**src/rtl/bam_pkg.sv**
```systemverilog
package bam_pkg;

  // Fixed field widths
  localparam int RES_W    = 24;   // result code and calibration width
  localparam int WAIT_W   = 20;   // conversion delay counter width
  localparam int AVGC_W   = 5;    // average count register width
  localparam int CFG_IDX_W = 3;
  localparam int CFG_DATA_W = 24;

  // Register indexes
  localparam logic [CFG_IDX_W-1:0] REG_SPEED_FAST   = 3'd0;
  localparam logic [CFG_IDX_W-1:0] REG_FAST_WAIT    = 3'd1;
  localparam logic [CFG_IDX_W-1:0] REG_SLOW_WAIT    = 3'd2;
  localparam logic [CFG_IDX_W-1:0] REG_AVERAGE_CNT  = 3'd3;
  localparam logic [CFG_IDX_W-1:0] REG_ZERO_CODE    = 3'd4;
  localparam logic [CFG_IDX_W-1:0] REG_MASS_DIVISOR = 3'd5;

  // Reset values
  localparam logic              RST_SPEED_FAST   = 1'b1;
  localparam logic [WAIT_W-1:0] RST_FAST_WAIT    = 20'd26000;
  localparam logic [WAIT_W-1:0] RST_SLOW_WAIT    = 20'd200000;
  localparam logic [AVGC_W-1:0] RST_AVERAGE_CNT  = 5'd1;
  localparam logic [RES_W-1:0]  RST_ZERO_CODE    = 24'd12500;
  localparam logic [RES_W-1:0]  RST_MASS_DIVISOR = 24'd71;

  typedef struct packed {
    logic              speed_fast;
    logic [WAIT_W-1:0] fast_wait_ticks;
    logic [WAIT_W-1:0] slow_wait_ticks;
    logic [AVGC_W-1:0] average_count;
    logic [RES_W-1:0]  zero_code;
    logic [RES_W-1:0]  mass_divisor;
  } bam_cfg_t;

  // Readout phase of the converter interface
  typedef enum logic [3:0] {
    PH_IDLE = 4'b0001,
    PH_WAIT = 4'b0010,
    PH_BITS = 4'b0100,
    PH_TAIL = 4'b1000
  } bam_phase_t;

  // Sequencer around the shared divider
  typedef enum logic [2:0] {
    SQ_TICK = 3'b001,
    SQ_AVG  = 3'b010,
    SQ_MASS = 3'b100
  } bam_seq_t;

endpackage

```
**src/rtl/bam_cfg.sv**
```systemverilog
module bam_cfg
  import bam_pkg::*;
(
  input  logic                  clk,
  input  logic                  rst,
  input  logic                  cfg_we,
  input  logic [CFG_IDX_W-1:0]  cfg_index,
  input  logic [CFG_DATA_W-1:0] cfg_data,
  output bam_cfg_t              cfg
);

  bam_cfg_t regs;

  // Register file, unknown indexes are dropped
  always_ff @(posedge clk) begin
    if (rst) begin
      regs.speed_fast      <= RST_SPEED_FAST;
      regs.fast_wait_ticks <= RST_FAST_WAIT;
      regs.slow_wait_ticks <= RST_SLOW_WAIT;
      regs.average_count   <= RST_AVERAGE_CNT;
      regs.zero_code       <= RST_ZERO_CODE;
      regs.mass_divisor    <= RST_MASS_DIVISOR;
    end else if (cfg_we) begin
      case (cfg_index)
        REG_SPEED_FAST:   regs.speed_fast      <= cfg_data[0];
        REG_FAST_WAIT:    regs.fast_wait_ticks <= cfg_data[WAIT_W-1:0];
        REG_SLOW_WAIT:    regs.slow_wait_ticks <= cfg_data[WAIT_W-1:0];
        REG_AVERAGE_CNT:  regs.average_count   <= cfg_data[AVGC_W-1:0];
        REG_ZERO_CODE:    regs.zero_code       <= cfg_data[RES_W-1:0];
        REG_MASS_DIVISOR: regs.mass_divisor    <= cfg_data[RES_W-1:0];
        default: ;
      endcase
    end
  end

  assign cfg = regs;

endmodule

```
**src/rtl/bam_div.sv**
```systemverilog
module bam_div
  import bam_pkg::*;
#(
  parameter int N = 29,
  parameter int D = 24
) (
  input  logic         clk,
  input  logic         rst,
  input  logic         start,
  input  logic [N-1:0] dividend,
  input  logic [D-1:0] divisor,
  output logic         done,
  output logic [N-1:0] quotient
);

  localparam int CNT_W = $clog2(N + 1);

  logic [N-1:0]     dvd;
  logic [D-1:0]     dsr;
  logic [D-1:0]     rem;
  logic [CNT_W-1:0] count;
  logic [D:0]       rem_sh;
  logic             fits;

  // One restoring step: shift in next dividend bit, trial subtract
  assign rem_sh = {rem, dvd[N-1]};
  assign fits   = (rem_sh >= {1'b0, dsr});

  always_ff @(posedge clk) begin
    if (rst) begin
      count <= '0;
      done  <= 1'b0;
    end else if (start) begin
      count <= CNT_W'(N);
      done  <= 1'b0;
    end else if (count != '0) begin
      count <= count - 1'b1;
      done  <= (count == CNT_W'(1));
    end else begin
      done  <= 1'b0;
    end
  end

  // Datapath, the dividend register fills with quotient bits
  always_ff @(posedge clk) begin
    if (start) begin
      dvd <= dividend;
      dsr <= divisor;
      rem <= '0;
    end else if (count != '0) begin
      dvd <= {dvd[N-2:0], fits};
      rem <= fits ? D'(rem_sh - {1'b0, dsr}) : rem_sh[D-1:0];
    end
  end

  assign quotient = dvd;

endmodule

```
**src/rtl/bridge_adc_readout_mass.sv**
```systemverilog
// Channel | Signals                       | Transaction
// in      | in_valid, in_ready            | one tick: start_req, dout_level
// out     | out_valid, out_ready          | one tick result: pins, status, code, mass
// cfg     | cfg_we, cfg_index, cfg_data   | one register write, no wait
//
// An ordinary tick: once accepted, its result is registered at the next edge.
// The final tick of a measurement runs the shared restoring divider on the average,
// then on the mass unless the average is below the zero code, one quotient bit a
// cycle; DIV_W = max(CODE_BITS + clog2(MAX_AVERAGE + 1), 24), 29 with defaults.
// in_ready is low while dividing or while a result is held and not taken.
// rst is synchronous and returns the readout to idle with reset register values.
module bridge_adc_readout_mass
  import bam_pkg::*;
#(
  parameter int CODE_BITS   = 24,
  parameter int MAX_AVERAGE = 16
) (
  input  logic                  clk,
  input  logic                  rst,
  input  logic                  in_valid,
  output logic                  in_ready,
  input  logic                  start_req,
  input  logic                  dout_level,
  output logic                  out_valid,
  input  logic                  out_ready,
  output logic                  sclk_level,
  output logic                  speed_level,
  output logic                  busy_res,
  output logic                  done_res,
  output logic [RES_W-1:0]      average_code,
  output logic [RES_W-1:0]      mass_value,
  input  logic                  cfg_we,
  input  logic [CFG_IDX_W-1:0]  cfg_index,
  input  logic [CFG_DATA_W-1:0] cfg_data
);

  localparam int CNT_W = $clog2(MAX_AVERAGE + 1);
  localparam int BIT_W = $clog2(CODE_BITS + 1);
  localparam int SUM_W = CODE_BITS + CNT_W;
  localparam int DIV_W = (SUM_W > RES_W) ? SUM_W : RES_W;

  bam_cfg_t cfg;

  bam_cfg u_cfg (
    .clk       (clk),
    .rst       (rst),
    .cfg_we    (cfg_we),
    .cfg_index (cfg_index),
    .cfg_data  (cfg_data),
    .cfg       (cfg)
  );

  // Readout state
  bam_phase_t       phase, phase_next;
  logic [WAIT_W-1:0] wait_counter, wait_counter_next;
  logic [BIT_W-1:0]  bit_counter, bit_counter_next;
  logic [CODE_BITS-1:0] shift_value, shift_value_next;
  logic [CNT_W-1:0]  sample_counter, sample_counter_next;
  logic [SUM_W-1:0]  sample_sum, sample_sum_next;
  logic              clock_high, clock_high_next;
  logic              tick_final;

  bam_seq_t          seq;
  logic              accept;
  logic [DIV_W-1:0]  avg_res;

  // Divider interface
  logic              div_start;
  logic [DIV_W-1:0]  div_dividend;
  logic [RES_W-1:0]  div_divisor;
  logic              div_done;
  logic [DIV_W-1:0]  div_quotient;

  logic [WAIT_W-1:0] wait_load;
  logic [31:0]       avg_cnt32;
  logic [CNT_W-1:0]  eff_count;
  logic [BIT_W-1:0]  bit_inc;
  logic [CNT_W-1:0]  cnt_inc;
  logic [RES_W-1:0]  divisor_eff;
  logic              avg_ge_zero;

  // Delay and sample count with their special cases
  always_comb begin
    wait_load = cfg.speed_fast ? cfg.fast_wait_ticks : cfg.slow_wait_ticks;
    if (wait_load == '0) wait_load = WAIT_W'(1);
    avg_cnt32 = 32'(cfg.average_count);
    if (avg_cnt32 == 32'd0) begin
      eff_count = CNT_W'(1);
    end else if (avg_cnt32 > 32'(MAX_AVERAGE)) begin
      eff_count = CNT_W'(MAX_AVERAGE);
    end else begin
      eff_count = CNT_W'(avg_cnt32);
    end
  end

  assign bit_inc = bit_counter + 1'b1;
  assign cnt_inc = sample_counter + 1'b1;

  // Next readout state for one tick
  always_comb begin
    phase_next          = phase;
    wait_counter_next   = wait_counter;
    bit_counter_next    = bit_counter;
    shift_value_next    = shift_value;
    sample_counter_next = sample_counter;
    sample_sum_next     = sample_sum;
    clock_high_next     = clock_high;
    tick_final          = 1'b0;
    case (phase)
      PH_IDLE: begin
        if (start_req) begin
          sample_sum_next     = '0;
          sample_counter_next = '0;
          clock_high_next     = 1'b0;
          wait_counter_next   = wait_load;
          phase_next          = PH_WAIT;
        end
      end
      PH_WAIT: begin
        if (wait_counter <= WAIT_W'(1)) begin
          wait_counter_next = '0;
          bit_counter_next  = '0;
          shift_value_next  = '0;
          clock_high_next   = 1'b0;
          phase_next        = PH_BITS;
        end else begin
          wait_counter_next = wait_counter - 1'b1;
        end
      end
      PH_BITS: begin
        if (!clock_high) begin
          clock_high_next = 1'b1;
        end else begin
          clock_high_next  = 1'b0;
          shift_value_next = {shift_value[CODE_BITS-2:0], dout_level};
          bit_counter_next = bit_inc;
          if (bit_inc >= BIT_W'(CODE_BITS)) phase_next = PH_TAIL;
        end
      end
      PH_TAIL: begin
        if (!clock_high) begin
          clock_high_next = 1'b1;
        end else begin
          clock_high_next     = 1'b0;
          sample_sum_next     = sample_sum + SUM_W'(shift_value);
          sample_counter_next = cnt_inc;
          if (cnt_inc >= eff_count) begin
            tick_final = 1'b1;
            phase_next = PH_IDLE;
          end else begin
            wait_counter_next = wait_load;
            phase_next        = PH_WAIT;
          end
        end
      end
      default: phase_next = PH_IDLE;
    endcase
  end

  assign in_ready = (seq == SQ_TICK) && (!out_valid || out_ready);
  assign accept   = in_valid && in_ready;

  always_ff @(posedge clk) begin
    if (rst) begin
      phase          <= PH_IDLE;
      wait_counter   <= '0;
      bit_counter    <= '0;
      shift_value    <= '0;
      sample_counter <= '0;
      sample_sum     <= '0;
      clock_high     <= 1'b0;
    end else if (accept) begin
      phase          <= phase_next;
      wait_counter   <= wait_counter_next;
      bit_counter    <= bit_counter_next;
      shift_value    <= shift_value_next;
      sample_counter <= sample_counter_next;
      sample_sum     <= sample_sum_next;
      clock_high     <= clock_high_next;
    end
  end

  // Divider operand selection: average first, then mass
  assign divisor_eff = (cfg.mass_divisor == '0) ? RES_W'(1) : cfg.mass_divisor;
  assign avg_ge_zero = (div_quotient >= DIV_W'(cfg.zero_code));

  always_comb begin
    div_start    = 1'b0;
    div_dividend = DIV_W'(sample_sum_next);
    div_divisor  = RES_W'(sample_counter_next);
    case (seq)
      SQ_TICK: div_start = accept && tick_final;
      SQ_AVG: begin
        div_dividend = div_quotient - DIV_W'(cfg.zero_code);
        div_divisor  = divisor_eff;
        div_start    = div_done && avg_ge_zero;
      end
      default: ;
    endcase
  end

  bam_div #(
    .N (DIV_W),
    .D (RES_W)
  ) u_div (
    .clk      (clk),
    .rst      (rst),
    .start    (div_start),
    .dividend (div_dividend),
    .divisor  (div_divisor),
    .done     (div_done),
    .quotient (div_quotient)
  );

  // Sequencer
  always_ff @(posedge clk) begin
    if (rst) begin
      seq <= SQ_TICK;
    end else begin
      case (seq)
        SQ_TICK: if (accept && tick_final) seq <= SQ_AVG;
        SQ_AVG:  if (div_done) seq <= avg_ge_zero ? SQ_MASS : SQ_TICK;
        SQ_MASS: if (div_done) seq <= SQ_TICK;
        default: seq <= SQ_TICK;
      endcase
    end
  end

  always_ff @(posedge clk) begin
    if (seq == SQ_AVG && div_done) avg_res <= div_quotient;
  end

  // Output register
  always_ff @(posedge clk) begin
    if (rst) begin
      out_valid <= 1'b0;
    end else begin
      if (out_valid && out_ready) out_valid <= 1'b0;
      if (accept && !tick_final) out_valid <= 1'b1;
      if (seq == SQ_AVG && div_done && !avg_ge_zero) out_valid <= 1'b1;
      if (seq == SQ_MASS && div_done) out_valid <= 1'b1;
    end
  end

  always_ff @(posedge clk) begin
    if (accept) begin
      sclk_level   <= clock_high_next;
      speed_level  <= cfg.speed_fast;
      busy_res     <= (phase_next != PH_IDLE);
      done_res     <= tick_final;
      average_code <= '0;
      mass_value   <= '0;
    end else if (seq == SQ_AVG && div_done) begin
      average_code <= div_quotient[RES_W-1:0];
      mass_value   <= '0;
    end else if (seq == SQ_MASS && div_done) begin
      average_code <= avg_res[RES_W-1:0];
      mass_value   <= div_quotient[RES_W-1:0];
    end
  end

endmodule

```
**config.mk**
```make
export PLATFORM = sky130hd
export DESIGN_NAME = bridge_adc_readout_mass
export DESIGN_NICKNAME = d
export VERILOG_FILES = /design/src/rtl/bam_pkg.sv /design/src/rtl/bam_cfg.sv /design/src/rtl/bam_div.sv /design/src/rtl/bridge_adc_readout_mass.sv
export SDC_FILE = /design/constraint.sdc
export NUM_CORES = 1
export LEC_CHECK = 0
export ABC_AREA = 0
export ABC_CLOCK_PERIOD_IN_PS = 6400
export BUFFER_PORTS_ARGS = -buffer_cell sky130_fd_sc_hd__buf_2
export CORE_MARGIN = 5
export CORE_UTILIZATION = 40
export CTS_CLUSTER_SIZE = 16
export DETAILED_ROUTE_END_ITERATION = 16
export GPL_TIMING_DRIVEN = 1
export PLACE_DENSITY = 0.68
export SYNTH_ARGS = -nofsm -noshare
export SYNTH_HDL_FRONTEND = slang
export SYNTH_SLANG_ARGS = --single-unit
```
**constraint.sdc**
```tcl
create_clock -name clk -period 6.4 [get_ports clk]
set_input_delay 0.32 -clock clk [delete_from_list [all_inputs] [get_ports clk]]
set_output_delay 0.32 -clock clk [all_outputs]
set_load 0.005 [all_outputs]
```
==> After elaboration in Yosys (flattened, before gate mapping) <==
Cells that the tools add are included.
{ "word_totals": {"romBits": 0, "mem_count": 0, "ff_bits": 345, "ramBits": 0, "output_inout_bits": 54, "latch_bits": 0, "elab_cells": 158} }
{ "classes": {"addsub": 7, "magnitude_cmp": 6, "reduce_logical": 37, "div_mod_pow": 0, "n_mux": 55, "n_eq_ne": 22, "bitwise_logic": 2, "n_shift": 0, "n_mul": 0} }
{ "ops": {"columns": ["op", "count"], "rows": [
  ["$mux 29", 5],
  ["$mux 20", 6],
  ["$mux 24", 5],
  ["$pmux 20 s3", 1],
  ["$pmux 29 s2", 1],
  ["$mux 5", 10],
  ["$pmux 24 s2", 1],
  ["$add 29x24->29", 1],
  ["$ge 29x24->1", 1],
  ["$sub 29x24->29", 1],
  ["$ge 25x24->1", 1],
  ["$logic_not 24->1", 1],
  ["$sub 24x24->24", 1],
  ["$le 20x1->1 const B", 1],
  ["$logic_not 20->1", 1],
  ["$mux 4", 5],
  ["$pmux 5 s2", 2],
  ["$sub 20x1->20 const B", 1],
  ["$pmux 4 s4", 1],
  ["$mux 3", 4],
  ["$reduce_and 2->1", 6],
  ["$add 5x1->5 const B", 2],
  ["$mux 1", 10],
  ["$ne 2x2->1 const B", 5],
  ["33 further kinds", 56]
]} }

==> Depth between registers and ports, before layout <==
Gate-level depths: netlist (run 1).
{ "depth": {"ltp_word": 12, "mapped_depth": 14, "ltp_nobuf": 13} }

==> By module <==
From an unflattened synthesis (run 1), not the netlist that was laid out.
{ "hier_totals": {"hier_cells": 2264, "area_unflattened_um2": 19683.9} }
{ "by_module_without_submodules": {"columns": ["mod", "instances", "area_each_um2", "cells_per_inst", "seq_area_each_um2"], "rows": [
  ["bridge_adc_readout_mass", 1, 11134.4, 1459, 3643.5],
  ["bam_div", 1, 4723.3, 449, 2192.1],
  ["bam_cfg", 1, 3826.2, 356, 1881.8]
]} }

==> Least setup slack after synthesis (run 1) <==
OpenSTA, ideal clock, no wires.
{ "synth_timing": {"path_kind": "reg-to-reg", "start": "register u_div.dvd[16], in the netlist u_div.quotient[16]", "end": "register u_div.dvd[0], in the netlist u_div.quotient[0], enable pin", "arrival_time_ns": 2.830, "setup_time_ns": 0.458, "stages_incl_launch_ff": 12, "setup_slack_ns": 3.112, "path_buffers": 2, "required_time_ns": 5.942, "cell_sequence": "edfxtp_1 > ha_1 > buf_2 > a21o_1 > a21o_1 > a21oi_2 > o211ai_1 > a21oi_2 > o21ai_2 > a21oi_4 > clkbuf_1 > nand2_1"} }
{ "synth_between": {"elab_chain_cells": 4} }
{ "synth_lines": {"columns": ["element", "line", "text"], "rows": [
  ["start, declared", "bam_div.sv:18", "logic [N-1:0] dvd;"],
  ["start signal, assigned", "bam_div.sv:47", "dvd <= dividend;"],
  ["start signal, assigned", "bam_div.sv:51", "dvd <= {dvd[N-2:0], fits};"],
  ["$ge 29x24->1", "bridge_adc_readout_mass.sv:185", "assign avg_ge_zero = (div_quotient >= DIV_W'(cfg.zero_code));"],
  ["$logic_and 1x1->1", "bridge_adc_readout_mass.sv:196", "div_start = div_done && avg_ge_zero;"],
  ["$pmux 1 s2", "bridge_adc_readout_mass.sv:191", "case (seq)"],
  ["$reduce_bool 2->1 (no line)", null, null]
]} }
No other way between the ends.
A chain may end at the register's enable or synchronous reset.

==> Worst setup path in the final report (run 1) <==
{ "layout_timing": {"start": "register phase[3]", "end": "register u_div.dvd[26], in the netlist u_div.quotient[26] (data pin)"} }
{ "layout_between": {"elab_chain_cells": 5, "word_cells_on_any_way": 8, "cone_classes": "eq/ne (2); mux (5); reduce/logical (1)"} }
{ "layout_lines": {"columns": ["element", "line", "text"], "rows": [
  ["start, declared", "bridge_adc_readout_mass.sv:54", "bam_phase_t phase, phase_next;"],
  ["start signal, assigned", "bridge_adc_readout_mass.sv:173", "phase <= phase_next;"],
  ["$eq 4x4->1", "bridge_adc_readout_mass.sv:109", "case (phase)"],
  ["$mux 1", "bridge_adc_readout_mass.sv:109", null],
  ["$logic_and 1x1->1", "bridge_adc_readout_mass.sv:192", "SQ_TICK: div_start = accept && tick_final;"],
  ["$pmux 1 s2", "bridge_adc_readout_mass.sv:191", null],
  ["$mux 29 *", "bam_div.sv:46", "if (start) begin"]
]} }
Mark *: on every way between the ends. The rest lies on a longest branch, timed or not.

==> metrics.cfg, run 1 <==
[timing]
slew_viol_final = 0
max_slew_margin_pct = 21.9
timing.final.crit_share_pct = 63.3
setup_slack_ps = 2350
rsz0062_at_grt = false
post-route-min-period_ps = 4050
setup-tns-final_ps = 0
setup_violations = 0
worst_pin_slew_ps = 1170
finalHoldViolCount = 0
fin_skew_ps = 19.3
max_freq_mhz = 247

[worst_setup_path]
crit_path_top_delay_cell = and2_1
crit_top_cell = buf_4
critPathLaunch = phase[3]
crit_buf_inv = 3
cp-start-kind = register
worstPathMaxFanout = 58
end_kind = register
path_cells = nand2b_1 > nor3_4 > and2_1 > nand2_1 > nor2_2 > a21oi_4 > buf_4 > inv_2 > buf_4 > nor2_1 > a311oi_2
required_ps = 6770
r2r_start = phase[3]
cp.arrival_ps = 4420
critPathMaxStageDelay_ps = 840
cp_top_family = simple AND/OR/NAND/NOR gates
worst-setup-path-type = reg -> reg
ff2ff_setup_slack_ps = 2350

[clock_network]
ctsResizeCount = 0
cts.path.max_buffers = 3
cts_tree = done
cts_root_buffer = clkbuf_16
clkLatencyLatePin_ps = 550
cts_sinks = 345
clk_pin_slew_worst_paths_ps = 60
htreeDepth = 2
holdBufCountCts = 0
cts-buffers-inserted = 39
post_cts_buffers = 0

[place]
place_ws_ps = 2420
dp_hpwl_um = 37800
place_congestion = 0.949
portBuffers = 87

[power]
p_switching_mw = 2.52
power_leakage_nw = 8.14
clkPwrFrac_pct = 31.0
p_int_mw = 4.73
seqPwrFrac_pct = 38.6
p_sw_share_pct = 34.8
power_density_nw_per_um2 = 348
pwr-share-comb_pct = 30.5
ir_drop_uv = 238

[global_route]
met1_usage_pct = 28.1
grt_busiest_layer = met2
grt_max_degree = 116
gr-usage-met3_pct = 3.72
antenna_found_initial = 1
grt_usage_pct = 20.2
grt_pass1_wl_um = 85000
grt-ovfl-total = 0
first_global_vias = 15700
use_met2_pct = 32.0

[finish]
antenna_cells = 0
synthToLayoutAreaGrowth_pct = 11.1
num-fill-cells = 4509
drive_above_1_share_pct = 9.23
fin_nets = 2419

[run]
maxCapViolCount = 0

[routing]
vias = 16700
drt_iter0_markers = 1422
drt_first_pass_iters = 9
routedWlPerCell_um = 18.3
final_antenna_net_count = 0
drt-total-wl_um = 53800
viasPerCell = 5.70
post-route-drc-count = 0

[yosys]
synth-adder-area-share_pct = 5.91
netlist_area_um2 = 18800
synth_area_leaders = dfxtp_1 (28%), edfxtp_1 (13%), nand2_1 (7.7%)
syn_inst = 2289
synth_xor_area_share_pct = 3.40
ys_seq_area_share_pct = 41.1
synth_mux_area_share_pct = 1.92
yosys.area_share.simple_pct = 21.5
synth-compound-area-share_pct = 21.5
ys_ff_latch = 345
syn_nets = 2410
synthFlopType = dfxtp_1
synth_area_leader_cell = dfxtp_1
syn_avg_cell_area_um2 = 8.21
synth_edf_count = 81
yosys_warnings = 0
ys_async_sr_fraction_pct = 0
synth_top_family_by_area = compound AO/OA/AOI/OAI gates
synthDistinctLibCells = 90
synthDominantCellAreaShare_pct = 28.1

[floorplan]
fp-row-count = 79
core_um2 = 46500
die_x_um = 227
fp.dieArea_um2 = 51400
die_height_um = 227
initial_core_util_pct = 40.4
ios = 88

[worst_hold_path]
min_from = dout_level
hold_path_class = in -> reg

[run_status]
status = complete, no violations

[per-stage QoR]
stage	utilization, %	cells	total power, mW	hold WS [ps]	instance area [µm²]
after floorplan	-	2289	4.49	406	18800
after global placement	42.1	2864	4.97	439	19600
after detailed placement	42.1	2864	5.01	443	19600
after CTS	44.9	2936	7.27	46.4	20900
after global routing	44.9	2936	7.67	53.8	20900
final	44.9	2936	7.25	54.4	20900
[layout by cell type (no fill, tap or decap), types with 11 or more instances in the layout]
cell and n:
nand2b_1 22, a311oi_1 16, nor4_1 27, a211o_1 12, nand4_1 16, ha_1 84, a222oi_1 12, buf_4 20
nand3b_1 16, a22oi_1 23, a21o_1 24, a211oi_1 21, clkbuf_16 41, xnor2_1 40, mux2i_1 35, or3_1 18
o21ai_0 130, nand3_1 57, and2_1 27, a221oi_1 14, o211ai_1 11, dfxtp_1 264, nor3_1 48, nor2_1 211
buf_2 86, a21oi_1 261, nor2b_1 14, o21ai_1 11, inv_1 75, a31oi_1 12, xor2_1 33, nand2_1 386
edfxtp_1 81
[path summary, 6_finish.rpt]
path                        endpoint  cells past startpoint
setup reg to reg  u_div.quotient[26]                     11
hold / removal        shift_value[0]                      3
setup / recovery  u_div.quotient[26]                     11
hold reg to reg      wait_counter[7]                      2
[logic make-up (layout without fill, tap and decap cells)]
kind of cell    count (synthesis)  count (layout)
xor+xnor                       73              73
mux                            36              36
flops                         345             345
simple gates                  889             889
fa+ha+maj                      87              87
compound gates                642             642
buf+inv                       217             257
[worst reg2reg max path, stage by stage (launching register included)]
cell and delay [ps]:
dfxtp_1 480, nand2b_1 170, nor3_4 310, and2_1 840, nand2_1 230, nor2_2 250, a21oi_4 40, buf_4 290
inv_2 250, buf_4 580, nor2_1 190, a311oi_2 250
[cell type report]
cell class                 instances  area [µm²]  share of cell area [%]
tap                              607         759                    3.64
sequential                       345        7720                    37.0
timing repair buffer             107         592                    2.84
inverter                          78         293                    1.40
clock inverter                    12         105                   0.504
clock buffer                      60        1190                    5.69
multi-input combinational       1727       10200                    48.9
[power groups by stage]
stage               Combinational [mW]  Clock [mW]  Sequential (mW)
finish                            2.21        2.25             2.80
global route                      2.46        2.38             2.83
CTS                               2.19        2.29             2.79
detailed placement                2.17           0             2.84
global placement                  2.15           0             2.82
floorplan                         1.74           0             2.75
[synthesized netlist by cell type (14+ instances only)]
cell type  instances
nor2b_1           14
nand2b_1          22
a211oi_1          21
nand3b_1          16
nor2_1           213
a221oi_1          14
a311oi_1          16
xor2_1            33
or3_1             18
dfxtp_1          264
buf_2             16
nand4_1           16
a21o_1            24
mux2i_1           35
inv_1             75
clkbuf_1         110
nor3_1            50
a21oi_1          262
xnor2_1           40
nand2_1          386
o21ai_0          130
edfxtp_1          81
and2_1            27
ha_1              84
nor4_1            27
a22oi_1           23
nand3_1           57
[layer usage]
metal	share of wire (%)	wire length (µm)	vias up
li1	-	-	8162
met1	45	24300	7962
met2	45	24000	503
met3	6.8	3670	98
met4	3.3	1780	2
met5	0.069	37	-
[flip-flops by register name (all words and copies together), names as in the netlist, 20 cells and up]
register and count:
sample_sum 29, u_div.dsr 24, u_div.quotient 29, wait_counter 20, mass_value 24, average_code 24
u_div.rem 24, avg_res 24, u_cfg.cfg 94, shift_value 24
(Power assumes the default switching activity.)
==> inputs of run 2 (changes only) <==
ABC_CLOCK_PERIOD_IN_PS = 3350   (was 6400)
PLACE_DENSITY = 0.7   (was 0.68)
clock period = 3.35 ns   (was 6.4 ns; I/O delays follow)
==> run 2 against run 1 <==
Net effect:
- sequential share of layout area shrank 1.0 points
- non-clock buffer count grew 54
- count of clock-buffer cells in the layout shrank 3
- final area grew 2.8%
- setup slack lost 2100 ps
- utilization grew 1.3 points
- via count grew 1.1%
- routed wire length grew 0.11%
- critical endpoint is now u_div.quotient[13]
- largest cell class unchanged
==> metrics.cfg, run 2 (synthesis results as in run 1) <==
[place]
place_ws_ps = 170
dp.cells = 2893
portBuffers = 87
dp_hpwl_um = 38600
place_congestion = 0.948

[timing]
max_slew_margin_pct = 36.1
max_freq_mhz = 320
setup-tns-final_ps = 0
slew_viol_final = 0
finalHoldViolCount = 0
timing.final.crit_share_pct = 93.4
rsz0062_at_grt = false
post-route-min-period_ps = 3130
worst_pin_slew_ps = 956
setup_violations = 0
fin_hold_ws_ps = 37.1
fin_skew_ps = 24.8
setup_slack_ps = 220

[floorplan]
fp-row-count = 79
core_um2 = 46500
die_height_um = 227
die_x_um = 227
initial_core_util_pct = 40.4
ios = 88
fp.dieArea_um2 = 51400

[routing]
vias = 16900
post-route-drc-count = 0
drt-total-wl_um = 53900
routedWlPerCell_um = 18.0
viasPerCell = 5.66
drt_iter0_markers = 1386
drt_first_pass_iters = 9
final_antenna_net_count = 0

[global_route]
antenna_found_initial = 1
grt_max_degree = 115
grt-ovfl-total = 0
grt_pass1_wl_um = 85400
first_global_vias = 16100
grt_usage_pct = 20.4

[finish]
drive_above_1_share_pct = 10.2
largest_reg_flops = 94
finalNonFillerCells = 2988
synthToLayoutAreaGrowth_pct = 14.2
antenna_cells = 0
final_cell_mix = nand2_1 (386), dfxtp_1 (264), a21oi_1 (261)
fin_util_pct = 46.2
final_common_cell = nand2_1
fin_nets = 2473

[power]
ir_drop_uv = 443
power_leakage_nw = 8.43
power_density_nw_per_um2 = 662

[worst_setup_path]
ff2ff_setup_slack_ps = 220
worst-setup-path-type = reg -> reg
cp-start-kind = register
cp.arrival_ps = 3420
worstPathMaxFanout = 29
end_kind = register
required_ps = 3640

[clock_network]
post_cts_buffers = 0
cts_root_buffer = clkbuf_16
htreeDepth = 2
cts.path.max_buffers = 3
cts_sinks = 345
clkLatencyLatePin_ps = 560
clk_pin_slew_worst_paths_ps = 60
cts_tree = done
cts-buffers-inserted = 39

[worst_hold_path]
hold_path_class = in -> reg

[run_status]
status = complete, no violations

[run]
maxCapViolCount = 0

## run 2: per-layer routing
layer	part of all wire [%]	global-route usage, %
met5	0.024	0
met3	7.1	4.52
met4	3.2	6.85
met1	44	27.3
met2	45	32.7
## run 2: power by group
part / switching [mW] / internal (mW)
sequential: 0.484 / 4.87
clock: 1.76 / 2.68
combinational: 2.63 / 1.78
total: 4.87 / 9.33
## run 2: path summary, 6_finish.rpt
check	from	endpoint	cells after the start
min	cfg_index[1]	u_cfg.cfg[93]	4
max	u_div.quotient[1]	u_div.quotient[13]	11
min reg2reg	mass_value[8]	mass_value[8]	2
max reg2reg	u_div.quotient[1]	u_div.quotient[13]	11
## run 2: layout make-up
class                           instances  area [µm²]
Fill cell                            4438       25000
Sequential cell                       345        7720
Timing Repair Buffer                  161        1130
Tap cell                              607         759
Clock inverter                         13         154
Inverter                               78         293
Multi-Input combinational cell       1727       10200
Clock buffer                           57        1180
## run 2: repair_timing
action	in CTS	in global routing
hold buffers	25	0
hold endpoints to repair	88	0
setup endpoints to repair	0	47
gates resized for setup	0	4
## run 2: worst max-delay path, stage by stage, from the launching register on
cell and delay [ps]:
edfxtp_1 480, ha_1 330, nor2b_1 150, o31a_1 240
o21ai_1 300, o21ai_2 160, a21oi_4 220, o21ai_2 120
a21oi_4 160, buf_4 300, nand2_1 140, buf_12 230
## run 2: metrics by stage
stage / cell area, µm² / power, mW
floorplan: 18800 / 8.58
global placement: 19900 / 9.64
detailed placement: 19900 / 9.73
CTS: 21400 / 14.2
global route: 21500 / 15.0
finish: 21500 / 14.2
